## config.mk

```make
export PLATFORM = sky130hd
export DESIGN_NAME = sgspi_mul
export DESIGN_NICKNAME = d
export VERILOG_FILES = /design/src/sgspi_pkg.sv /design/src/sgspi_mul.sv
export SDC_FILE = /design/constraint.sdc
export NUM_CORES = 2
export LEC_CHECK = 0
export BUFFER_PORTS_ARGS = -buffer_cell sky130_fd_sc_hd__buf_2
export CORE_UTILIZATION = 65
export CTS_CLUSTER_DIAMETER = 200
export DETAILED_ROUTE_END_ITERATION = 10
export PLACE_DENSITY_LB_ADDON = 0.15
export SETUP_SLACK_MARGIN = 0.2
export SLEW_MARGIN = 30
export SYNTH_ARGS = -nofsm -noshare
export SYNTH_HDL_FRONTEND = slang
export SYNTH_SLANG_ARGS = --single-unit
```

## constraint.sdc

```tcl
create_clock -name aclk -period 19 [get_ports aclk]
set_clock_uncertainty 0.1 [all_clocks]
set_input_delay 5.7 -clock aclk [delete_from_list [all_inputs] [get_ports aclk]]
set_output_delay 5.7 -clock aclk [all_outputs]
set_load 0.005 [all_outputs]
```

## src/sgspi_pkg.sv

```systemverilog
package sgspi_pkg;

    // Fixed-point formats.
    localparam int ANGLE_FRAC_BITS = 12;
    localparam int GAIN_FRAC_BITS  = 8;
    localparam int FACTOR_FRAC_BITS = 8;

    // Field and datapath widths.
    localparam int IN_W     = 20;
    localparam int ERR_W    = IN_W + 1;
    localparam int GAIN_W   = 16;
    localparam int FACTOR_W = FACTOR_FRAC_BITS + 1;
    localparam int KPS_W    = GAIN_W + FACTOR_W;
    localparam int P_W      = ERR_W + KPS_W;
    localparam int LO_W     = P_W / 2;
    localparam int HI_W     = P_W - LO_W;
    localparam int MUL_W    = KPS_W + 1;
    localparam int PROD_W   = 2 * MUL_W;
    localparam int LPROD_W  = LO_W + GAIN_W;
    localparam int HPROD_W  = HI_W + GAIN_W + 1;
    localparam int FULL_W   = P_W + GAIN_W + 1;
    localparam int SH_I     = 2 * GAIN_FRAC_BITS + FACTOR_FRAC_BITS;
    localparam int STEP_W   = FULL_W - SH_I;
    localparam int SUM_W    = STEP_W + 1;
    localparam int INT_W    = ANGLE_FRAC_BITS + 2;
    localparam int TOT_W    = P_W + 1;
    localparam int SH_P     = GAIN_FRAC_BITS + FACTOR_FRAC_BITS;
    localparam int SH_C     = ANGLE_FRAC_BITS + SH_P;
    localparam int CMD_W    = TOT_W - SH_C + 1;
    localparam int OUT_W    = 16;

    // APB register map.
    localparam int DATA_W = 32;
    localparam int ADDR_W = 3;
    localparam int REG_SEL_BIT = 2;
    localparam logic REG_KP = 1'b0;
    localparam logic REG_KI = 1'b1;
    localparam logic [GAIN_W-1:0] KP_RESET = GAIN_W'(3840);
    localparam logic [GAIN_W-1:0] KI_RESET = GAIN_W'(256);

    // Error band thresholds, rounded up, and integral limits, rounded down.
    localparam int ONE_ANGLE = 1 << ANGLE_FRAC_BITS;
    localparam logic [ERR_W-1:0] TH_DEAD  = ERR_W'((ONE_ANGLE + 199) / 200);
    localparam logic [ERR_W-1:0] TH_BAND1 = ERR_W'((ONE_ANGLE + 19) / 20);
    localparam logic [ERR_W-1:0] TH_BAND2 = ERR_W'((ONE_ANGLE + 9) / 10);
    localparam logic [ERR_W-1:0] TH_BAND3 = ERR_W'((ONE_ANGLE + 4) / 5);

    localparam logic [INT_W-1:0] LIMIT_B0 = INT_W'((ONE_ANGLE * 4) / 10);
    localparam logic [INT_W-1:0] LIMIT_B1 = INT_W'((ONE_ANGLE * 7) / 10);
    localparam logic [INT_W-1:0] LIMIT_B2 = INT_W'((ONE_ANGLE * 9) / 10);
    localparam logic [INT_W-1:0] LIMIT_B3 = INT_W'(ONE_ANGLE);

    localparam logic [FACTOR_W-1:0] FACTOR_B0 = FACTOR_W'(128);
    localparam logic [FACTOR_W-1:0] FACTOR_B1 = FACTOR_W'(179);
    localparam logic [FACTOR_W-1:0] FACTOR_B2 = FACTOR_W'(230);
    localparam logic [FACTOR_W-1:0] FACTOR_B3 = FACTOR_W'(1 << FACTOR_FRAC_BITS);

    localparam logic signed [CMD_W-1:0] CMD_MAX = CMD_W'((1 << (OUT_W - 1)) - 1);
    localparam logic signed [CMD_W-1:0] CMD_MIN = -CMD_W'(1 << (OUT_W - 1));

    typedef enum logic [3:0] {
        ST_IDLE,
        ST_BAND,
        ST_KPS,
        ST_PERR,
        ST_PLO,
        ST_PHI,
        ST_STEP,
        ST_INTEG,
        ST_CMD,
        ST_DONE
    } state_t;

endpackage

```

## src/sgspi_mul.sv

```systemverilog
module sgspi_mul (
    input  logic                                  aclk,
    input  logic signed [sgspi_pkg::MUL_W-1:0]    op_a,
    input  logic signed [sgspi_pkg::MUL_W-1:0]    op_b,
    output logic signed [sgspi_pkg::PROD_W-1:0]   prod
);

    logic signed [sgspi_pkg::PROD_W-1:0] prod_reg;

    always_ff @(posedge aclk) begin
        prod_reg <= op_a * op_b;
    end

    assign prod = prod_reg;

endmodule

```

==> results.sh <==
export IMPL_synth_top_area_share_pct=55.5
export IMPL_min_path_cells=2
export IMPL_fp_row_count=72
export IMPL_synth_edff_count=0
export IMPL_slew_violations=0
export IMPL_cp_slowest_cell="clkinv_1"
export IMPL_portBuffers=104
export IMPL_syn_nets=3672
export IMPL_path_cells="buf_2, clkinv_1, nor2_1, fa_1, fa_1, fa_1, fa_1, fa_1, fa_1, inv_1, fa_1, inv_1, ha_1, nand4_1, or4_1, or4_1, o211ai_1, a21oi_2, o21ai_1, xor2_1"
export IMPL_worstPathRequired_ns=19.13
export IMPL_multi_input_area_um2=21300
export IMPL_final_cells=3271
export IMPL_relSlewSlack_pct=37.1
export IMPL_crit_buf_inv=4
export IMPL_ys_flop_type="dfxtp_1"
export IMPL_async_flop_share_pct=0
export IMPL_finalCritPeriodShare_pct=68.1
export IMPL_drc=0
export IMPL_vias_per_cell=5.61
export IMPL_critical_path_class="in2reg"
export IMPL_finalWorstPathRequiredPeriod_ns=12.94
export IMPL_wire_per_inst_um=19.5
export IMPL_vias=18344
export IMPL_cap_violations=0
export IMPL_fmax_mhz=77.3
export IMPL_ios=105
export IMPL_gp_congestion=0.922
export IMPL_grt_overflow_total=0
export IMPL_die_y_um=201
export IMPL_die_w_um=201
export IMPL_status="completed"
export IMPL_hold_start="op_b[0]"
export IMPL_holdCritPathClass="in2reg"
export IMPL_timing_final_hold_violations=0
export IMPL_crit_top_cell="fa_1"
export IMPL_dp_slack_ns=5.80
export IMPL_grt_pass1_vias=20575
export IMPL_finalSetupViolCount=0
export IMPL_tightest_slew_ns=0.937
export IMPL_start_kind="input port"
export IMPL_antenna_found_initial=1
export IMPL_area_growth_pct=3.35
export IMPL_cp_data_arrival_time_ns=13.07
export IMPL_regArea_um2=1040
export IMPL_routed_wl_um=63700
export IMPL_largest_register_ffs=52
export IMPL_post_cts_buffers=0
export IMPL_holdPathEnd="prod[0]$_DFF_P_"
export IMPL_grt_max_degree=27
export IMPL_grt_pass1_wl_um=105000
export IMPL_synth_largest_area_cell="fa_1"
export IMPL_synth_area_um2=25600
export IMPL_critPathMaxFanout=23
export IMPL_clk_path_buf_depth=2
export IMPL_dpl_cell_area_um2=26300
export IMPL_dp_cells=3262
export IMPL_cts_hold_buf=0
export IMPL_ys_types=54
export IMPL_root_buffer="clkbuf_16"
export IMPL_cts_tree="yes"
export IMPL_synth_seq_area_share_pct=4.06
export IMPL_core_region_area_um2=38700
export IMPL_clkTransAtPathRegs_ns=0.08
export IMPL_die_area_um2=40200
export IMPL_track_usage_pct=33.4
export IMPL_n_fill_cell=3167
export IMPL_floorplan_initialDensity_pct=66.1
export IMPL_post_cts_resized=0
export IMPL_antenna_left=0
export IMPL_yosys_top_cells_count="737 x inv_1, 710 x fa_1, 398 x nand2_1"
export IMPL_cts_num_sinks=52
export IMPL_cts_buffers=5
export IMPL_layout_setup_ws_ns=6.06
export IMPL_cp_end_kind="flop"
export IMPL_yosysMostFrequentCell="inv_1"
export IMPL_synth_seq_cells=52
export IMPL_drt_pass1_iter_count=6
export IMPL_hpwl_um=53500
export IMPL_path_delay_family="adder cells"
export IMPL_nets=3660
export IMPL_rsz0062_at_grt="false"
export IMPL_layout_drive_gt1_share_pct=4.69
export IMPL_postSynthAreaPerCell_um2=9.27
export IMPL_finalSetupTns_ns=0
export IMPL_cpPeakStageDelay_ns=0.79
export IMPL_yosys_warnings=0
export IMPL_netlist_instances=2763
export IMPL_synth_area_top_cells="fa_1 55%, inv_1 11%, ha_1 7.1%, and2_1 6.9%, nand2_1 5.8%"
export IMPL_htree_levels=2
export IMPL_drtIter0Drc=1078
export IMPL_fin_area_um2=26500
stage by stage:
step           utilization (%)  hold WS (ns)
2_1_floorplan                -          5.73
3_3_place_gp              68.0          5.98
3_5_place_dp              68.0          5.97
4_1_cts                   68.3          5.81
5_1_grt                   68.3          5.82
6_report                  68.3          5.81
cell usage in the layout, fill, tap and decap left out, types with 25 or more instances in the layout:
cell	instances
inv_1	736
fa_1	710
nand2_1	398
and2_1	281
ha_1	146
buf_2	104
a21oi_1	55
dfxtp_1	52
nor2_1	50
xnor2_1	46
o21ai_0	25
per-layer routing:
metal	share of wire, %	track usage (%)
met1	36	40.2
met2	54	60.9
met3	5.6	3.69
met4	4.6	14.1
met5	0.019	0
how the worst max path moves through the flow:
stage	endpoint	slack, ns	start	cells past startpoint
finish	prod[44]$_DFF_P_	6.06	op_b[25]	20
global route	prod[51]$_DFF_P_	5.74	op_b[2]	21
CTS	prod[51]$_DFF_P_	6.11	op_b[2]	21
detailed placement	prod[51]$_DFF_P_	5.80	op_b[2]	21
global placement	prod[48]$_DFF_P_	5.86	op_b[2]	21
floorplan	prod[44]$_DFF_P_	6.77	op_a[25]	22
cells by family (layout without fill, tap and decap cells):
group	count (synthesis)	count (layout)	synth area share [%]
fa+ha+maj	856	856	62.6
simple gates	778	778	14.6
xor+xnor	57	57	1.95
buf+inv	860	849	12.6
other cells	0	1	0
flops	52	52	4.06
compound gates	160	160	4.17
layout make-up:
type	count	area share [%]
clock inverter	3	0.0945
sequential	52	3.93
antenna	1	0.00945
timing repair buffer	104	1.97
inverter	737	10.4
multi-input combinational	1851	80.6
clock buffer	5	0.473
tap	518	2.45
Power is not shown: default switching activity piles up to over one toggle a cycle in this logic, so the estimate is an artifact.
