## src/sgspi_pkg.sv

```systemverilog
package sgspi_pkg;

    // Fixed-point formats.
    localparam int ANGLE_FRAC_BITS = 12;
    localparam int GAIN_FRAC_BITS  = 8;
    localparam int FACTOR_FRAC_BITS = 8;

    // Field and datapath widths.
    localparam int IN_W     = 20;
    localparam int ERR_W    = IN_W + 1;
    localparam int GAIN_W   = 16;
    localparam int FACTOR_W = FACTOR_FRAC_BITS + 1;
    localparam int KPS_W    = GAIN_W + FACTOR_W;
    localparam int P_W      = ERR_W + KPS_W;
    localparam int LO_W     = P_W / 2;
    localparam int HI_W     = P_W - LO_W;
    localparam int MUL_W    = KPS_W + 1;
    localparam int PROD_W   = 2 * MUL_W;
    localparam int LPROD_W  = LO_W + GAIN_W;
    localparam int HPROD_W  = HI_W + GAIN_W + 1;
    localparam int FULL_W   = P_W + GAIN_W + 1;
    localparam int SH_I     = 2 * GAIN_FRAC_BITS + FACTOR_FRAC_BITS;
    localparam int STEP_W   = FULL_W - SH_I;
    localparam int SUM_W    = STEP_W + 1;
    localparam int INT_W    = ANGLE_FRAC_BITS + 2;
    localparam int TOT_W    = P_W + 1;
    localparam int SH_P     = GAIN_FRAC_BITS + FACTOR_FRAC_BITS;
    localparam int SH_C     = ANGLE_FRAC_BITS + SH_P;
    localparam int CMD_W    = TOT_W - SH_C + 1;
    localparam int OUT_W    = 16;

    // APB register map.
    localparam int DATA_W = 32;
    localparam int ADDR_W = 3;
    localparam int REG_SEL_BIT = 2;
    localparam logic REG_KP = 1'b0;
    localparam logic REG_KI = 1'b1;
    localparam logic [GAIN_W-1:0] KP_RESET = GAIN_W'(3840);
    localparam logic [GAIN_W-1:0] KI_RESET = GAIN_W'(256);

    // Error band thresholds, rounded up, and integral limits, rounded down.
    localparam int ONE_ANGLE = 1 << ANGLE_FRAC_BITS;
    localparam logic [ERR_W-1:0] TH_DEAD  = ERR_W'((ONE_ANGLE + 199) / 200);
    localparam logic [ERR_W-1:0] TH_BAND1 = ERR_W'((ONE_ANGLE + 19) / 20);
    localparam logic [ERR_W-1:0] TH_BAND2 = ERR_W'((ONE_ANGLE + 9) / 10);
    localparam logic [ERR_W-1:0] TH_BAND3 = ERR_W'((ONE_ANGLE + 4) / 5);

    localparam logic [INT_W-1:0] LIMIT_B0 = INT_W'((ONE_ANGLE * 4) / 10);
    localparam logic [INT_W-1:0] LIMIT_B1 = INT_W'((ONE_ANGLE * 7) / 10);
    localparam logic [INT_W-1:0] LIMIT_B2 = INT_W'((ONE_ANGLE * 9) / 10);
    localparam logic [INT_W-1:0] LIMIT_B3 = INT_W'(ONE_ANGLE);

    localparam logic [FACTOR_W-1:0] FACTOR_B0 = FACTOR_W'(128);
    localparam logic [FACTOR_W-1:0] FACTOR_B1 = FACTOR_W'(179);
    localparam logic [FACTOR_W-1:0] FACTOR_B2 = FACTOR_W'(230);
    localparam logic [FACTOR_W-1:0] FACTOR_B3 = FACTOR_W'(1 << FACTOR_FRAC_BITS);

    localparam logic signed [CMD_W-1:0] CMD_MAX = CMD_W'((1 << (OUT_W - 1)) - 1);
    localparam logic signed [CMD_W-1:0] CMD_MIN = -CMD_W'(1 << (OUT_W - 1));

    typedef enum logic [3:0] {
        ST_IDLE,
        ST_BAND,
        ST_KPS,
        ST_PERR,
        ST_PLO,
        ST_PHI,
        ST_STEP,
        ST_INTEG,
        ST_CMD,
        ST_DONE
    } state_t;

endpackage

```

## src/sgspi_regs.sv

```systemverilog
module sgspi_regs (
    input  logic                                aclk,
    input  logic                                aresetn,
    input  logic                                psel,
    input  logic                                penable,
    input  logic                                pwrite,
    input  logic [sgspi_pkg::ADDR_W-1:0]        paddr,
    input  logic [sgspi_pkg::DATA_W-1:0]        pwdata,
    output logic [sgspi_pkg::DATA_W-1:0]        prdata,
    output logic [sgspi_pkg::GAIN_W-1:0]        kp,
    output logic [sgspi_pkg::GAIN_W-1:0]        ki
);

    logic [sgspi_pkg::GAIN_W-1:0] kp_reg;
    logic [sgspi_pkg::GAIN_W-1:0] ki_reg;
    logic                         wr_en;
    logic                         reg_sel;

    assign wr_en   = psel && penable && pwrite;
    assign reg_sel = paddr[sgspi_pkg::REG_SEL_BIT];

    always_ff @(posedge aclk) begin
        if (!aresetn) begin
            kp_reg <= sgspi_pkg::KP_RESET;
            ki_reg <= sgspi_pkg::KI_RESET;
        end else if (wr_en) begin
            if (reg_sel == sgspi_pkg::REG_KP) begin
                kp_reg <= pwdata[sgspi_pkg::GAIN_W-1:0];
            end else begin
                ki_reg <= pwdata[sgspi_pkg::GAIN_W-1:0];
            end
        end
    end

    always_comb begin
        if (reg_sel == sgspi_pkg::REG_KP) begin
            prdata = sgspi_pkg::DATA_W'(kp_reg);
        end else begin
            prdata = sgspi_pkg::DATA_W'(ki_reg);
        end
    end

    assign kp = kp_reg;
    assign ki = ki_reg;

endmodule

```

## config.mk

```make
export PLATFORM = sky130hd
export DESIGN_NAME = sgspi_regs
export DESIGN_NICKNAME = d
export VERILOG_FILES = /design/src/sgspi_pkg.sv /design/src/sgspi_regs.sv
export SDC_FILE = /design/constraint.sdc
export NUM_CORES = 1
export LEC_CHECK = 0
export ABC_AREA = 0
export CAP_MARGIN = 20
export CORE_UTILIZATION = 61
export CTS_CLUSTER_SIZE = 20
export DETAILED_ROUTE_END_ITERATION = 8
export DONT_BUFFER_PORTS = 1
export PLACE_DENSITY = 0.78
export SKIP_CTS_REPAIR_TIMING = 1
export SLEW_MARGIN = 25
export SYNTH_ARGS = -nofsm -noshare
export SYNTH_HDL_FRONTEND = slang
export SYNTH_SLANG_ARGS = --single-unit
```

## constraint.sdc

```tcl
create_clock -name aclk -period 1.5 [get_ports aclk]
set_input_delay 0.375 -clock aclk [delete_from_list [all_inputs] [get_ports aclk]]
set_output_delay 0.375 -clock aclk [all_outputs]
set_load 0.03 [all_outputs]
```

==> run_results.csv <==
group,metric,value,unit
yosys,yosys_warnings,0,
yosys,synth_ff_type,"dfxtp_1",
grt,grt_pass1_vias,1078,
yosys,ys_seq_area_share,40.4,%
pwr,power_density,894,mW/mm^2
clock_network,cts_tree,"built",
setup_path,cp.arrival,990,ps
worst_hold_path,hold_path_end,"ki[9]",
place,post-dp-hpwl,2230,um
outcome,status,"finished clean",
clock_network,clk_pin_slew,90,ps
floorplanning,io_pins,104,
yosys,ys_seq_elements,32,
setup_path,worstReg2RegStart,"kp[9]",
sta,finalSetupTns,0,ps
job,cap_violations,0,
place,portBuffers,0,
sta,fin_skew,0,ps
worst_hold_path,worstHoldPathCells,2,
setup_path,r2r-end,"kp[9]",
yosys,synth_area_leaders,"dfxtp_1, mux2i_1, mux2_2, nand2_1, buf_4",
yosys,synth_top_cell_by_area,"dfxtp_1",
setup_path,cpMaxStageDelayCell,"mux2_2",
layout,drive_gt1_share,29.2,%
yosys,yosysMostFrequentCell,"nand2_1",
grt,grt_pass1_wl,4320,um
worst_hold_path,worstHoldStart,"pwdata[9]",
sta,finalSetupViolCount,0,
yosys,synth.avg_cell_area,9.72,um^2
floorplanning,rows,18,
grt,antenna_found_initial,0,
sta,setup_ws,136,ps
setup_path,start_kind,"flip-flop",
yosys,synth_cell_type_count,14,
grt,globalRouteOverflowTotal,0,
route,wl_per_cell,13.6,um
clock_network,clkSinkCount,32,
yosys,yosysTopAreaCellShare,40.4,%
clock_network,ctsRootBufferMaster,"clkbuf_4",
floorplanning,die_h,53.0,um
floorplanning,initial_core_util,64.5,%
setup_path,crit_fanout,2,
clock_network,htree_num_levels,2,
route,routed-via-count,1136,
route,drtPass1Iterations,4,
route,wl,3030,um
worst_hold_path,min_path_type,"in -> reg",
sta,rsz0062_at_grt,"false",
layout,area_growth,13.1,%
route,drc,0,
setup_path,path_delay_family,"multiplexers",
setup_path,reg2regPathDepth,3,
sta,period_share,90.9,%
setup_path,crit_required,1120,ps
setup_path,cpPeakStageDelay,360,ps
setup_path,crit_type,"reg -> out",
route,vias_per_cell,5.12,
clock_network,cts_buffer_depth,2,
sta,finalHoldViolCount,0,
place,dp_slack,274,ps
sta,maxClockFrequency,733,MHz
grt,grt_max_degree,52,
clock_network,numCtsBuffers,5,
floorplanning,core-area,0.00245,mm^2
clock_network,clk_latency,310,ps
layout,antenna_cells,0,
floorplanning,die_w,53.0,um
yosys,netlist_area,0.00158,mm^2
yosys,synth_cells,163,
sta,slew_violations,0,
floorplanning,die_area,0.00280,mm^2
layout,design_area,0.00179,mm^2
route,drtIter0Drc,12,
setup_path,end_kind,"primary output",
pwr,power_leakage,0.823,nW
sta,period_minus_slack,1360,ps
route,antenna_left,0,
place,placed_cell_area,0.00173,mm^2
place,gp_congestion,0.585,
grt,track_usage,21.6,%
setup_path,reg2reg_slack,690,ps
setup_path,path_buf_inv,0,
yosys,synth-edff-count,0,
pwr,peakVddDrop,0.901,mV
setup_path,crit_chain,"mux2_2",
layout,layout.nets,231,
yosys,yosys-top-cells-count,"nand2_1, dfxtp_1, mux2i_1",
yosys,async_reset_ff_share,0,%
-- worst max-delay path by stage --
stage | cells past startpoint | slack [ps] | start | end
finish | 1 | 140 | ki[7] | prdata[7]
global route | 1 | 90 | kp[8] | prdata[8]
CTS | 1 | 110 | kp[7] | prdata[7]
detailed placement | 3 | 270 | paddr[2] | kp[3]
global placement | 3 | 340 | paddr[2] | kp[10]
floorplan | 3 | 6 | paddr[2] | prdata[10]
-- final cells by class --
cell class	instances	area, um^2
repair buffers	34	255
clock buffers	8	58.8
well taps	30	37.5
flip-flops and latches	32	641
fillers	190	663
multi-input cells	118	800
-- cell families (layout without fill, tap and decap cells) --
| group | after synthesis | in the layout | share of synthesized area [%] |
|---|---|---|---|
| simple gates | 54 | 54 | 15.1 |
| mux | 48 | 48 | 31.6 |
| flops | 32 | 32 | 40.4 |
| buf+inv | 28 | 42 | 12.6 |
| other cells | 1 | 16 | 0.237 |
-- per-stage QoR --
step / hold WS, ps / total power [mW] / util, % / instances
2_1_floorplan: 517 / 1.15 / - / 178
3_3_place_gp: 522 / 1.13 / 70.6 / 214
3_5_place_dp: 528 / 1.13 / 70.6 / 214
4_1_cts: 181 / 1.62 / 73.0 / 222
5_1_grt: 184 / 1.67 / 73.0 / 222
6_report: 195 / 1.60 / 73.0 / 222
-- placed cells by master (no fill, tap or decap) --
cell      count
clkbuf_8      1
buf_4        34
nand2_1      42
clkbuf_4      5
mux2_2       16
conb_1       16
nor2b_1       9
mux2i_1      32
and4b_1       1
and4_1        1
nand4_1       1
dfxtp_1      32
clkbuf_1      2
-- where the power goes --
| part | internal, mW | switching [mW] |
|---|---|---|
| clock network | 0.231 | 0.259 |
| registers | 0.868 | 0.00882 |
| logic | 0.0703 | 0.166 |
| total | 1.17 | 0.433 |
-- layer usage --
| metal | up-vias | routed length [um] | track usage, % |
|---|---|---|---|
| met5 | - | 0 | 0 |
| met4 | 0 | 12 | 6.58 |
| met3 | 2 | 229 | 9.48 |
| met2 | 47 | 1630 | 42.6 |
| met1 | 528 | 1160 | 19.1 |
| li1 | 559 | - | - |
-- worst register-to-register path: cells and delay by family (launching register included) --
| family | cells | cell delay (ps) |
|---|---|---|
| buf+inv | 1 | 170 |
| flops | 1 | 320 |
| mux | 1 | 80 |
| simple gates | 1 | 130 |
(Power assumes the default switching activity.)
